**config.mk**
```make
export PLATFORM = sky130hd
export DESIGN_NAME = rctu_exec
export DESIGN_NICKNAME = d
export VERILOG_FILES = /design/src/rtl/rctu_pkg.sv /design/src/rtl/rctu_exec.sv
export SDC_FILE = /design/constraint.sdc
export NUM_CORES = 1
export LEC_CHECK = 0
export BUFFER_PORTS_ARGS = -buffer_cell sky130_fd_sc_hd__clkbuf_2
export CORE_AREA = 2 2 425 427
export DETAILED_ROUTE_END_ITERATION = 8
export DIE_AREA = 0 0 427 429
export PLACE_DENSITY = 0.3
export SYNTH_ARGS = -nofsm -noshare
export SYNTH_HDL_FRONTEND = slang
export SYNTH_SLANG_ARGS = --single-unit
```
**constraint.sdc**
```tcl
create_clock -name vclk -period 9.1
set_input_delay 2.275 -clock vclk [all_inputs]
set_output_delay 2.275 -clock vclk [all_outputs]
set_load 0.05 [all_outputs]
```
**src/rtl/rctu_pkg.sv**
```systemverilog
`timescale 1ns / 1ps
// ----------------------------------------------------------------------------
// rctu_pkg - shared types and constants of the CSR and trap unit
// Codes of the item fields, CSR addresses, write masks and the state record.
// ----------------------------------------------------------------------------
package rctu_pkg;

  // item kinds
  localparam logic [1:0] KIND_READ  = 2'd0;
  localparam logic [1:0] KIND_WRITE = 2'd1;
  localparam logic [1:0] KIND_EVENT = 2'd2;

  // write operations
  localparam logic [1:0] OP_WRITE = 2'd0;
  localparam logic [1:0] OP_SET   = 2'd1;
  localparam logic [1:0] OP_CLEAR = 2'd2;

  // retire event codes
  localparam logic [2:0] EV_ECALL    = 3'd0;
  localparam logic [2:0] EV_INST_PF  = 3'd1;
  localparam logic [2:0] EV_LOAD_PF  = 3'd2;
  localparam logic [2:0] EV_STORE_PF = 3'd3;
  localparam logic [2:0] EV_ILLEGAL  = 3'd4;
  localparam logic [2:0] EV_MRET     = 3'd5;
  localparam logic [2:0] EV_SRET     = 3'd6;
  localparam logic [2:0] EV_IRQ_ONLY = 3'd7;

  // redirect codes
  localparam logic [2:0] REDIR_NONE   = 3'd0;
  localparam logic [2:0] REDIR_M_TRAP = 3'd1;
  localparam logic [2:0] REDIR_S_TRAP = 3'd2;
  localparam logic [2:0] REDIR_MRET   = 3'd3;
  localparam logic [2:0] REDIR_SRET   = 3'd4;

  // privilege levels
  localparam logic [1:0] PRIV_U  = 2'd0;
  localparam logic [1:0] PRIV_S  = 2'd1;
  localparam logic [1:0] PRIV_RS = 2'd2;
  localparam logic [1:0] PRIV_M  = 2'd3;

  // CSR addresses
  localparam logic [11:0] CSR_SSTATUS   = 12'h100;
  localparam logic [11:0] CSR_SIE       = 12'h104;
  localparam logic [11:0] CSR_STVEC     = 12'h105;
  localparam logic [11:0] CSR_SEPC      = 12'h141;
  localparam logic [11:0] CSR_SCAUSE    = 12'h142;
  localparam logic [11:0] CSR_STVAL     = 12'h143;
  localparam logic [11:0] CSR_SIP       = 12'h144;
  localparam logic [11:0] CSR_MSTATUS   = 12'h300;
  localparam logic [11:0] CSR_MISA      = 12'h301;
  localparam logic [11:0] CSR_EXC_DELEG = 12'h302;
  localparam logic [11:0] CSR_MIDELEG   = 12'h303;
  localparam logic [11:0] CSR_MIE       = 12'h304;
  localparam logic [11:0] CSR_MTVEC     = 12'h305;
  localparam logic [11:0] CSR_MEPC      = 12'h341;
  localparam logic [11:0] CSR_MCAUSE    = 12'h342;
  localparam logic [11:0] CSR_MTVAL     = 12'h343;
  localparam logic [11:0] CSR_MIP       = 12'h344;

  localparam logic [31:0] MISA_RESET = 32'h4014_1101;

  // alias masks
  localparam logic [31:0] S_KEEP_MASK   = 32'hffff_fccc;
  localparam logic [31:0] S_WRITE_MASK  = 32'h0000_0333;
  localparam logic [31:0] M_KEEP_MASK   = 32'hffff_f444;
  localparam logic [31:0] M_WRITE_MASK  = 32'h0000_0bbb;
  localparam logic [31:0] SSTATUS_KEEP  = 32'h7ff2_1ecc;
  localparam logic [31:0] MSTATUS_KEEP  = 32'h7f80_0644;
  localparam logic [31:0] TVEC_BASE     = 32'hffff_fffc;

  // payload of an input word other than the address
  typedef struct packed {
    logic [1:0]  kind;
    logic [1:0]  write_op;
    logic [31:0] write_data;
    logic [2:0]  event_code;
    logic [31:0] pc;
    logic [31:0] trap_value;
  } item_t;

  // result word
  typedef struct packed {
    logic [31:0] read_data;
    logic [2:0]  redirect;
    logic [31:0] target_pc;
    logic [1:0]  current_privilege;
  } result_t;

  // architectural state held in flip-flops; mstatus and sstatus share one
  // register, as do mie/sie and mip/sip
  typedef struct packed {
    logic [1:0]  priv;
    logic [31:0] status;
    logic [31:0] ie;
    logic [31:0] ip;
    logic [31:0] medeleg;
    logic [31:0] mideleg;
    logic [31:0] mtvec;
    logic [31:0] stvec;
    logic [31:0] mepc;
    logic [31:0] sepc;
    logic [31:0] mcause;
    logic [31:0] scause;
    logic [31:0] mtval;
    logic [31:0] stval;
  } csr_state_t;

  // write request towards the plain CSR memory
  typedef struct packed {
    logic        we;
    logic [31:0] data;
  } ram_wr_t;

endpackage

```
**src/rtl/rctu_exec.sv**
```systemverilog
`timescale 1ns / 1ps
// ----------------------------------------------------------------------------
// rctu_exec - access and trap logic of the CSR unit
// Works out the read value, the CSR update and the redirect of one word.
// ----------------------------------------------------------------------------
module rctu_exec #(
  parameter int ADDR_BITS = 12
) (
  input  logic [ADDR_BITS-1:0] csr_index,
  input  rctu_pkg::item_t      item,
  input  rctu_pkg::csr_state_t st,
  input  logic [31:0]          ram_rdata,
  output rctu_pkg::csr_state_t st_nxt,
  output rctu_pkg::ram_wr_t    ram_wr,
  output rctu_pkg::result_t    result
);

  localparam logic [4:0] SEL_RAM      = 5'd0;
  localparam logic [4:0] SEL_SSTATUS  = 5'd1;
  localparam logic [4:0] SEL_MSTATUS  = 5'd2;
  localparam logic [4:0] SEL_SIE      = 5'd3;
  localparam logic [4:0] SEL_MIE      = 5'd4;
  localparam logic [4:0] SEL_SIP      = 5'd5;
  localparam logic [4:0] SEL_MIP      = 5'd6;
  localparam logic [4:0] SEL_MEDELEG  = 5'd7;
  localparam logic [4:0] SEL_MIDELEG  = 5'd8;
  localparam logic [4:0] SEL_MTVEC    = 5'd9;
  localparam logic [4:0] SEL_STVEC    = 5'd10;
  localparam logic [4:0] SEL_MEPC     = 5'd11;
  localparam logic [4:0] SEL_SEPC     = 5'd12;
  localparam logic [4:0] SEL_MCAUSE   = 5'd13;
  localparam logic [4:0] SEL_SCAUSE   = 5'd14;
  localparam logic [4:0] SEL_MTVAL    = 5'd15;
  localparam logic [4:0] SEL_STVAL    = 5'd16;

  function automatic logic [31:0] m_stack(input logic [31:0] s, input logic [1:0] p);
    logic [31:0] r;
    r = s & ~32'h0000_1888;
    r[12:11] = p;
    r[7] = s[3];
    return r;
  endfunction

  function automatic logic [31:0] s_stack(input logic [31:0] s, input logic [1:0] p);
    logic [31:0] r;
    r = s & ~32'h0000_0122;
    r[8] = (p != rctu_pkg::PRIV_U);
    r[5] = s[1];
    return r;
  endfunction

  function automatic logic [31:0] m_return(input logic [31:0] s);
    logic [31:0] r;
    r = s & ~32'h0000_1888;
    r[3] = s[7];
    r[7] = 1'b1;
    return r;
  endfunction

  function automatic logic [31:0] s_return(input logic [31:0] s);
    logic [31:0] r;
    r = s & ~32'h0000_0122;
    r[1] = s[5];
    r[5] = 1'b1;
    return r;
  endfunction

  function automatic logic [31:0] vec_target(input logic [31:0] tvec, input logic intr,
                                             input logic [4:0] cause);
    logic [31:0] t;
    t = tvec & rctu_pkg::TVEC_BASE;
    if (intr && (tvec[1:0] == 2'd1)) begin
      t = t + {25'd0, cause, 2'b00};
    end
    return t;
  endfunction

  logic [4:0]  sel;
  logic [31:0] rd;
  logic [31:0] wv;
  logic        wr_en;

  // decode the address into the flop-held group or the plain memory
  always_comb begin
    unique case (csr_index)
      ADDR_BITS'(rctu_pkg::CSR_SSTATUS): sel = SEL_SSTATUS;
      ADDR_BITS'(rctu_pkg::CSR_MSTATUS): sel = SEL_MSTATUS;
      ADDR_BITS'(rctu_pkg::CSR_SIE):     sel = SEL_SIE;
      ADDR_BITS'(rctu_pkg::CSR_MIE):     sel = SEL_MIE;
      ADDR_BITS'(rctu_pkg::CSR_SIP):     sel = SEL_SIP;
      ADDR_BITS'(rctu_pkg::CSR_MIP):     sel = SEL_MIP;
      ADDR_BITS'(rctu_pkg::CSR_EXC_DELEG): sel = SEL_MEDELEG;
      ADDR_BITS'(rctu_pkg::CSR_MIDELEG): sel = SEL_MIDELEG;
      ADDR_BITS'(rctu_pkg::CSR_MTVEC):   sel = SEL_MTVEC;
      ADDR_BITS'(rctu_pkg::CSR_STVEC):   sel = SEL_STVEC;
      ADDR_BITS'(rctu_pkg::CSR_MEPC):    sel = SEL_MEPC;
      ADDR_BITS'(rctu_pkg::CSR_SEPC):    sel = SEL_SEPC;
      ADDR_BITS'(rctu_pkg::CSR_MCAUSE):  sel = SEL_MCAUSE;
      ADDR_BITS'(rctu_pkg::CSR_SCAUSE):  sel = SEL_SCAUSE;
      ADDR_BITS'(rctu_pkg::CSR_MTVAL):   sel = SEL_MTVAL;
      ADDR_BITS'(rctu_pkg::CSR_STVAL):   sel = SEL_STVAL;
      default:                           sel = SEL_RAM;
    endcase
  end

  always_comb begin
    unique case (sel)
      SEL_SSTATUS, SEL_MSTATUS: rd = st.status;
      SEL_SIE, SEL_MIE:         rd = st.ie;
      SEL_SIP, SEL_MIP:         rd = st.ip;
      SEL_MEDELEG:              rd = st.medeleg;
      SEL_MIDELEG:              rd = st.mideleg;
      SEL_MTVEC:                rd = st.mtvec;
      SEL_STVEC:                rd = st.stvec;
      SEL_MEPC:                 rd = st.mepc;
      SEL_SEPC:                 rd = st.sepc;
      SEL_MCAUSE:               rd = st.mcause;
      SEL_SCAUSE:               rd = st.scause;
      SEL_MTVAL:                rd = st.mtval;
      SEL_STVAL:                rd = st.stval;
      default:                  rd = ram_rdata;
    endcase
  end

  always_comb begin
    wr_en = 1'b1;
    case (item.write_op)
      rctu_pkg::OP_WRITE: wv = item.write_data;
      rctu_pkg::OP_SET:   wv = rd | item.write_data;
      rctu_pkg::OP_CLEAR: wv = rd & ~item.write_data;
      default: begin
        wv    = rd;
        wr_en = 1'b0;
      end
    endcase
  end

  // trap evaluation
  logic [1:0]  p;
  logic [31:0] pend;
  logic        mg, sg;
  logic        m_sw, m_ti, m_ex, s_sw, s_ti, s_ex;
  logic        m_intr, s_intr;
  logic        exc, to_s, use_tval;
  logic [4:0]  ecause, mcause_c, scause_c;

  always_comb begin
    p    = st.priv;
    pend = st.ip & st.ie;
    mg   = (p != rctu_pkg::PRIV_M) || st.status[3];
    sg   = (p == rctu_pkg::PRIV_U) || ((p == rctu_pkg::PRIV_S) && st.status[3]);
    m_sw = pend[3]  && !st.mideleg[3]  && mg;
    m_ti = pend[7]  && !st.mideleg[7]  && mg;
    m_ex = pend[11] && !st.mideleg[11] && mg;
    s_sw = ((pend[3]  && st.mideleg[3])  || pend[1]) && sg;
    s_ti = ((pend[7]  && st.mideleg[7])  || pend[5]) && sg;
    s_ex = ((pend[11] && st.mideleg[11]) || pend[9]) && sg;
    m_intr = m_sw || m_ti || m_ex;
    s_intr = s_sw || s_ti || s_ex;

    exc      = 1'b0;
    to_s     = 1'b0;
    use_tval = 1'b0;
    ecause   = 5'd0;
    unique case (item.event_code)
      rctu_pkg::EV_ECALL: begin
        exc = 1'b1;
        if (p == rctu_pkg::PRIV_U) begin
          ecause = 5'd8;
          to_s   = st.medeleg[8];
        end else if (p == rctu_pkg::PRIV_S) begin
          ecause = 5'd9;
          to_s   = st.medeleg[9];
        end else begin
          ecause = 5'd11;
        end
      end
      rctu_pkg::EV_INST_PF, rctu_pkg::EV_LOAD_PF, rctu_pkg::EV_STORE_PF: begin
        exc      = 1'b1;
        use_tval = 1'b1;
        if (item.event_code == rctu_pkg::EV_INST_PF) begin
          ecause = 5'd12;
        end else if (item.event_code == rctu_pkg::EV_LOAD_PF) begin
          ecause = 5'd13;
        end else begin
          ecause = 5'd15;
        end
        to_s = st.medeleg[ecause];
      end
      rctu_pkg::EV_ILLEGAL: begin
        exc      = 1'b1;
        use_tval = 1'b1;
        ecause   = 5'd2;
      end
      default: begin
        exc = 1'b0;
      end
    endcase

    mcause_c = m_sw ? 5'd3 : (m_ti ? 5'd7 : (m_ex ? 5'd11 : ecause));
    scause_c = s_ex ? 5'd9 : (s_ti ? 5'd5 : (s_sw ? 5'd1 : ecause));
  end

  always_comb begin
    st_nxt          = st;
    ram_wr.we       = 1'b0;
    ram_wr.data     = wv;
    result.read_data = rd;
    result.redirect  = rctu_pkg::REDIR_NONE;
    result.target_pc = 32'd0;

    if (item.kind == rctu_pkg::KIND_WRITE && wr_en) begin
      unique case (sel)
        SEL_SIE: st_nxt.ie = (st.ie & rctu_pkg::S_KEEP_MASK) | (wv & rctu_pkg::S_WRITE_MASK);
        SEL_MIE: st_nxt.ie = (st.ie & rctu_pkg::M_KEEP_MASK) | (wv & rctu_pkg::M_WRITE_MASK);
        SEL_SIP: st_nxt.ip = (st.ip & rctu_pkg::S_KEEP_MASK) | (wv & rctu_pkg::S_WRITE_MASK);
        SEL_MIP: st_nxt.ip = (st.ip & rctu_pkg::M_KEEP_MASK) | (wv & rctu_pkg::M_WRITE_MASK);
        SEL_SSTATUS:
          st_nxt.status = (st.status & rctu_pkg::SSTATUS_KEEP) | (wv & ~rctu_pkg::SSTATUS_KEEP);
        SEL_MSTATUS:
          st_nxt.status = (st.status & rctu_pkg::MSTATUS_KEEP) | (wv & ~rctu_pkg::MSTATUS_KEEP);
        SEL_MEDELEG: st_nxt.medeleg = wv;
        SEL_MIDELEG: st_nxt.mideleg = wv;
        SEL_MTVEC:   st_nxt.mtvec   = wv;
        SEL_STVEC:   st_nxt.stvec   = wv;
        SEL_MEPC:    st_nxt.mepc    = wv;
        SEL_SEPC:    st_nxt.sepc    = wv;
        SEL_MCAUSE:  st_nxt.mcause  = wv;
        SEL_SCAUSE:  st_nxt.scause  = wv;
        SEL_MTVAL:   st_nxt.mtval   = wv;
        SEL_STVAL:   st_nxt.stval   = wv;
        default:     ram_wr.we      = 1'b1;
      endcase
    end else if (item.kind == rctu_pkg::KIND_EVENT) begin
      if (m_intr || (exc && !to_s)) begin
        st_nxt.mepc      = item.pc;
        st_nxt.mcause    = {m_intr, 26'd0, mcause_c};
        st_nxt.mtval     = (!m_intr && use_tval) ? item.trap_value : 32'd0;
        st_nxt.status    = m_stack(st.status, p);
        st_nxt.priv      = rctu_pkg::PRIV_M;
        result.redirect  = rctu_pkg::REDIR_M_TRAP;
        result.target_pc = vec_target(st.mtvec, m_intr, mcause_c);
      end else if (s_intr || exc) begin
        st_nxt.sepc      = item.pc;
        st_nxt.scause    = {s_intr, 26'd0, scause_c};
        st_nxt.stval     = (!s_intr && use_tval) ? item.trap_value : 32'd0;
        st_nxt.status    = s_stack(st.status, p);
        st_nxt.priv      = rctu_pkg::PRIV_S;
        result.redirect  = rctu_pkg::REDIR_S_TRAP;
        result.target_pc = vec_target(st.stvec, s_intr, scause_c);
      end else if (item.event_code == rctu_pkg::EV_MRET) begin
        // reserved MPP drops to user mode
        st_nxt.priv      = (st.status[12:11] == rctu_pkg::PRIV_RS) ? rctu_pkg::PRIV_U
                                                                    : st.status[12:11];
        st_nxt.status    = m_return(st.status);
        result.redirect  = rctu_pkg::REDIR_MRET;
        result.target_pc = st.mepc;
      end else if (item.event_code == rctu_pkg::EV_SRET) begin
        st_nxt.priv      = {1'b0, st.status[8]};
        st_nxt.status    = s_return(st.status);
        result.redirect  = rctu_pkg::REDIR_SRET;
        result.target_pc = st.sepc;
      end
    end

    result.current_privilege = st_nxt.priv;
  end

endmodule

```
### Word level (Yosys, flattened, before mapping)

Index checks and enable logic that the tools add are counted.

| operators by class | value |
|---|---|
| add/sub/neg operators | 2 |
| mux-type cells | 68 |
| bitwise operators | 10 |
| equal/unequal tests | 47 |
| reductions and logical operators | 48 |
| magnitude comparators | 1 |

Operators with widths:

| operator | count |
|---|---|
| 32-bit two-way mux | 24 |
| 192-bit two-way mux | 3 |
| 32-bit case mux with 13 select lines | 1 |
| 35-bit two-way mux | 6 |
| 32-bit case mux with 2 select lines | 3 |
| 34-bit two-way mux | 5 |
| 12-bit by 10-bit == test with 1-bit output, second input constant | 9 |
| 32-bit case mux with 3 select lines | 1 |
| 12-bit by 9-bit == test with 1-bit output, second input constant | 7 |
| 5-bit case mux with 16 select lines | 1 |
| 32-bit by 7-bit adder with 32-bit output | 2 |
| 31-bit by 32-bit bitwise OR with 32-bit output | 2 |
| 32-bit by 10-bit bitwise OR with 32-bit output | 2 |
| 32-bit by 12-bit bitwise OR with 32-bit output | 2 |
| 5-bit by 4-bit == test with 1-bit output, second input constant | 8 |
| 5-bit two-way mux | 7 |
| 32-bit AND | 1 |
| 32-bit inverter | 1 |
| 32-bit bitwise OR | 1 |
| 5-bit by 3-bit == test with 1-bit output, second input constant | 4 |
| 1-bit logical AND | 19 |
| 16-bit OR reduction | 1 |
| 5-bit case mux with 3 select lines | 1 |
| 12-bit AND | 1 |
| 23 further kinds | 64 |

| storage, ports and cells | value |
|---|---|
| output and inout bits | 520 |
| input port bits | 565 |
| logic and storage cells | 176 |
| bits in registers | 0 |

### Logic depth before layout (Yosys ltp)

| depth | value |
|---|---|
| word-level depth | 14 |
| gate-level depth with buffers | 15 |
| depth with buffers taken out | 14 |

### Worst setup path after synthesis

OpenSTA, ideal clock, no wires.

| timing path | value |
|---|---|
| path kind | input to output |
| from | in st[331] (netlist name) |
| to | out result[10] (netlist name) |
| data arrival time | 6045 ps |
| stages on the path | 14 |
| data required time | 6825 ps |
| setup slack | 780 ps |
| path buffers | 2 |
| cells stage by stage | a32oi_1 a311oi_1 clkbuf_1 nand2b_1 ha_1 fa_1 a21o_1 a21oi_1 nand3b_1 clkbuf_1 nor2_1 xor2_1 nor2_1 o32ai_1 |

RTL lines:

| what | RTL line | text |
|---|---|---|
| start: declaration | rctu_exec.sv:11 | `input rctu_pkg::csr_state_t st,` |
| end: declaration | rctu_exec.sv:15 | `output rctu_pkg::result_t result` |

==> metrics <==
Synth cell types 99; Power Internal just over 600 uW; DP Cell Count approximately 5,600; CTS Hold Bufs 0; final WL 281,000 microns; P&R area growth vs syn 94.6%; Routed Antenna Nets 0; Final Cell Area approximately 0.026 sq mm; Synth area leaders a31oi_1 13%, nor2_1 7.9%, clkbuf_1 5.9%; startpoint types primary input; non-filler cells, final between 5,000 and 6,000; crit path buf inv count 6; total negative slack 0 ns; post-layout minimum cycle time around 8.8 ns; filler instances between 20,000 and 25,000; Min Hold Slack 4.90 ns; final max-slew violation count 0; LEAKAGE 11.1 nW; Final Worst Setup Slack 0.347 ns; top-count cell post-synth nor2_1; final setup fails 0; Ys Warns 0; Seq. cell area 0 sq um; Max-Slew Margin vs Limit 0.0709; number of setup buffers added after CTS 0; worst endpoint data arrival time about 6.5 ns; crit path cell chain clkbuf_2 -> or4b_1 -> buf_4 -> nor3_4 -> buf_4 -> a22oi_1 -> nand3_1 -> a311o_1 -> o21ai_2 -> buf_4 -> a31oi_1 -> buf_4 -> buf_12; RSZ-0062 raised after global routing no; row cnt 155; pre-CTS WS 0.436 ns; drt via density between 4 and 5; Die X 427 microns; Yosys top cell by area a31oi_1; die area 0.183 sq mm; CP Capture Type primary output; power share of the combinational group 1.000; critical path type primary input to primary output; register area share after synthesis 0; num sequential 0; most common cell type on the critical path buf_4; gr usage total 0.292; Power Dens Cells 84.4 mW/mm^2; vias in the first global route 26,000; IO Pins 1,085; port bufs 1,085; DR WL/cell 49.3 microns; multi-input logic area 0.0122 sq mm; Synthesized Nets 2,831; crit-path max FO 13; vias ~28,000; Mapped Area approximately 0.014 sq mm; drt pass-1 iters 8; final period utilization 0.962; final global-route overflow total 0; family with the most delay on the worst path simple AND/OR/NAND/NOR gates; DIE HEIGHT 429 microns; initial antenna violation count roughly 120; pin count of the biggest net entering global routing 65; slowest cell on the critical path nor3_4; Clk pwr share 0; Max Fclk between 0.1 and 0.15 GHz; Max-Cap Viols 0; Util after Layout 0.149; fin nets 3,865; first-pass GRT wire length 342,000 microns; DR iter-0 viols 3,684; CP required 6.83 ns; worst stage delay on the critical path 0.69 ns; Starting Density 0.0764; top cells by count, synth 288 x nor2_1, 275 x a31oi_1, 212 x clkbuf_1, 150 x nand2_1, 142 x a21oi_1; Hold Crit Class primary input to primary output; actual slew at the worst max-slew pin 1.39 ns; routability congestion estimate 1.02; drc violations 0; Switching Fraction 0.725; Pwr Total between 2 and 2.5 mW; outcome finished, final reports clean; HPWL after DPL between 200,000 and 250,000 microns; Final Hold Viols 0; power share of the sequential group 0; Placed Area 0.0263 sq mm; clkbuf count 0; post-cts sizing count 0; Core ar. 0.178 sq mm; mean post-synth cell area 6.03 sq um; layout cells sized above 1 0.453; peak supply drop 0.0000283 V; top-area cell type share of the netlist area 0.126; Post-Synthesis Cells 2,256; Psw 1.62 mW
==> power groups by stage <==
stage               logic [mW]  clock network, mW  registers, mW
CTS                       2.20                  0              0
floorplan                0.964                  0              0
detailed placement        2.19                  0              0
global route              2.25        0.000000670              0
finish                    2.23        0.000000321              0
global placement          2.20                  0              0
==> metal layers <==
layer | GRT usage | share of wire
met1 | 0.373 | 0.42
met3 | 0.0907 | 0.090
met2 | 0.446 | 0.44
met4 | 0.128 | 0.050
met5 | 0 | 0.0014
==> placed cells by master, fill, tap and decap left out, drive strengths merged, types with 61 or more instances in the layout <==
| cell | Yosys | routed |
|---|---|---|
| a21oi | 142 | 142 |
| a22oi | 74 | 74 |
| a31oi | 282 | 282 |
| buf | 122 | 503 |
| clkbuf | 213 | 864 |
| diode | 0 | 61 |
| nand2 | 150 | 150 |
| nor2 | 289 | 289 |
| o21ai | 103 | 103 |
| o22ai | 102 | 102 |
==> logic make-up after synthesis <==
| kind of cell | after synthesis | synth area share |
|---|---|---|
| buf+inv | 378 | 0.122 |
| compound gates | 999 | 0.511 |
| simple gates | 773 | 0.289 |
| fa+ha+maj | 10 | 0.0103 |
| mux | 43 | 0.0335 |
| xor+xnor | 53 | 0.0341 |
==> worst paths after layout <==
| path | start | depth (start not counted) | endpoint | slack (ns) |
|---|---|---|---|---|
| worst max-delay path | csr_index[6] | 13 | st_nxt[192] | 0.35 |
| worst min-delay path | st[414] | 2 | st_nxt[414] | 4.90 |
==> area by class of cell <==
class              instances  area share
multi-input cells       1878       0.461
repair buffers          1367       0.416
well taps               2355       0.111
inverters                 43     0.00610
diodes                    61     0.00577
Power figures use the tool's default switching activity.
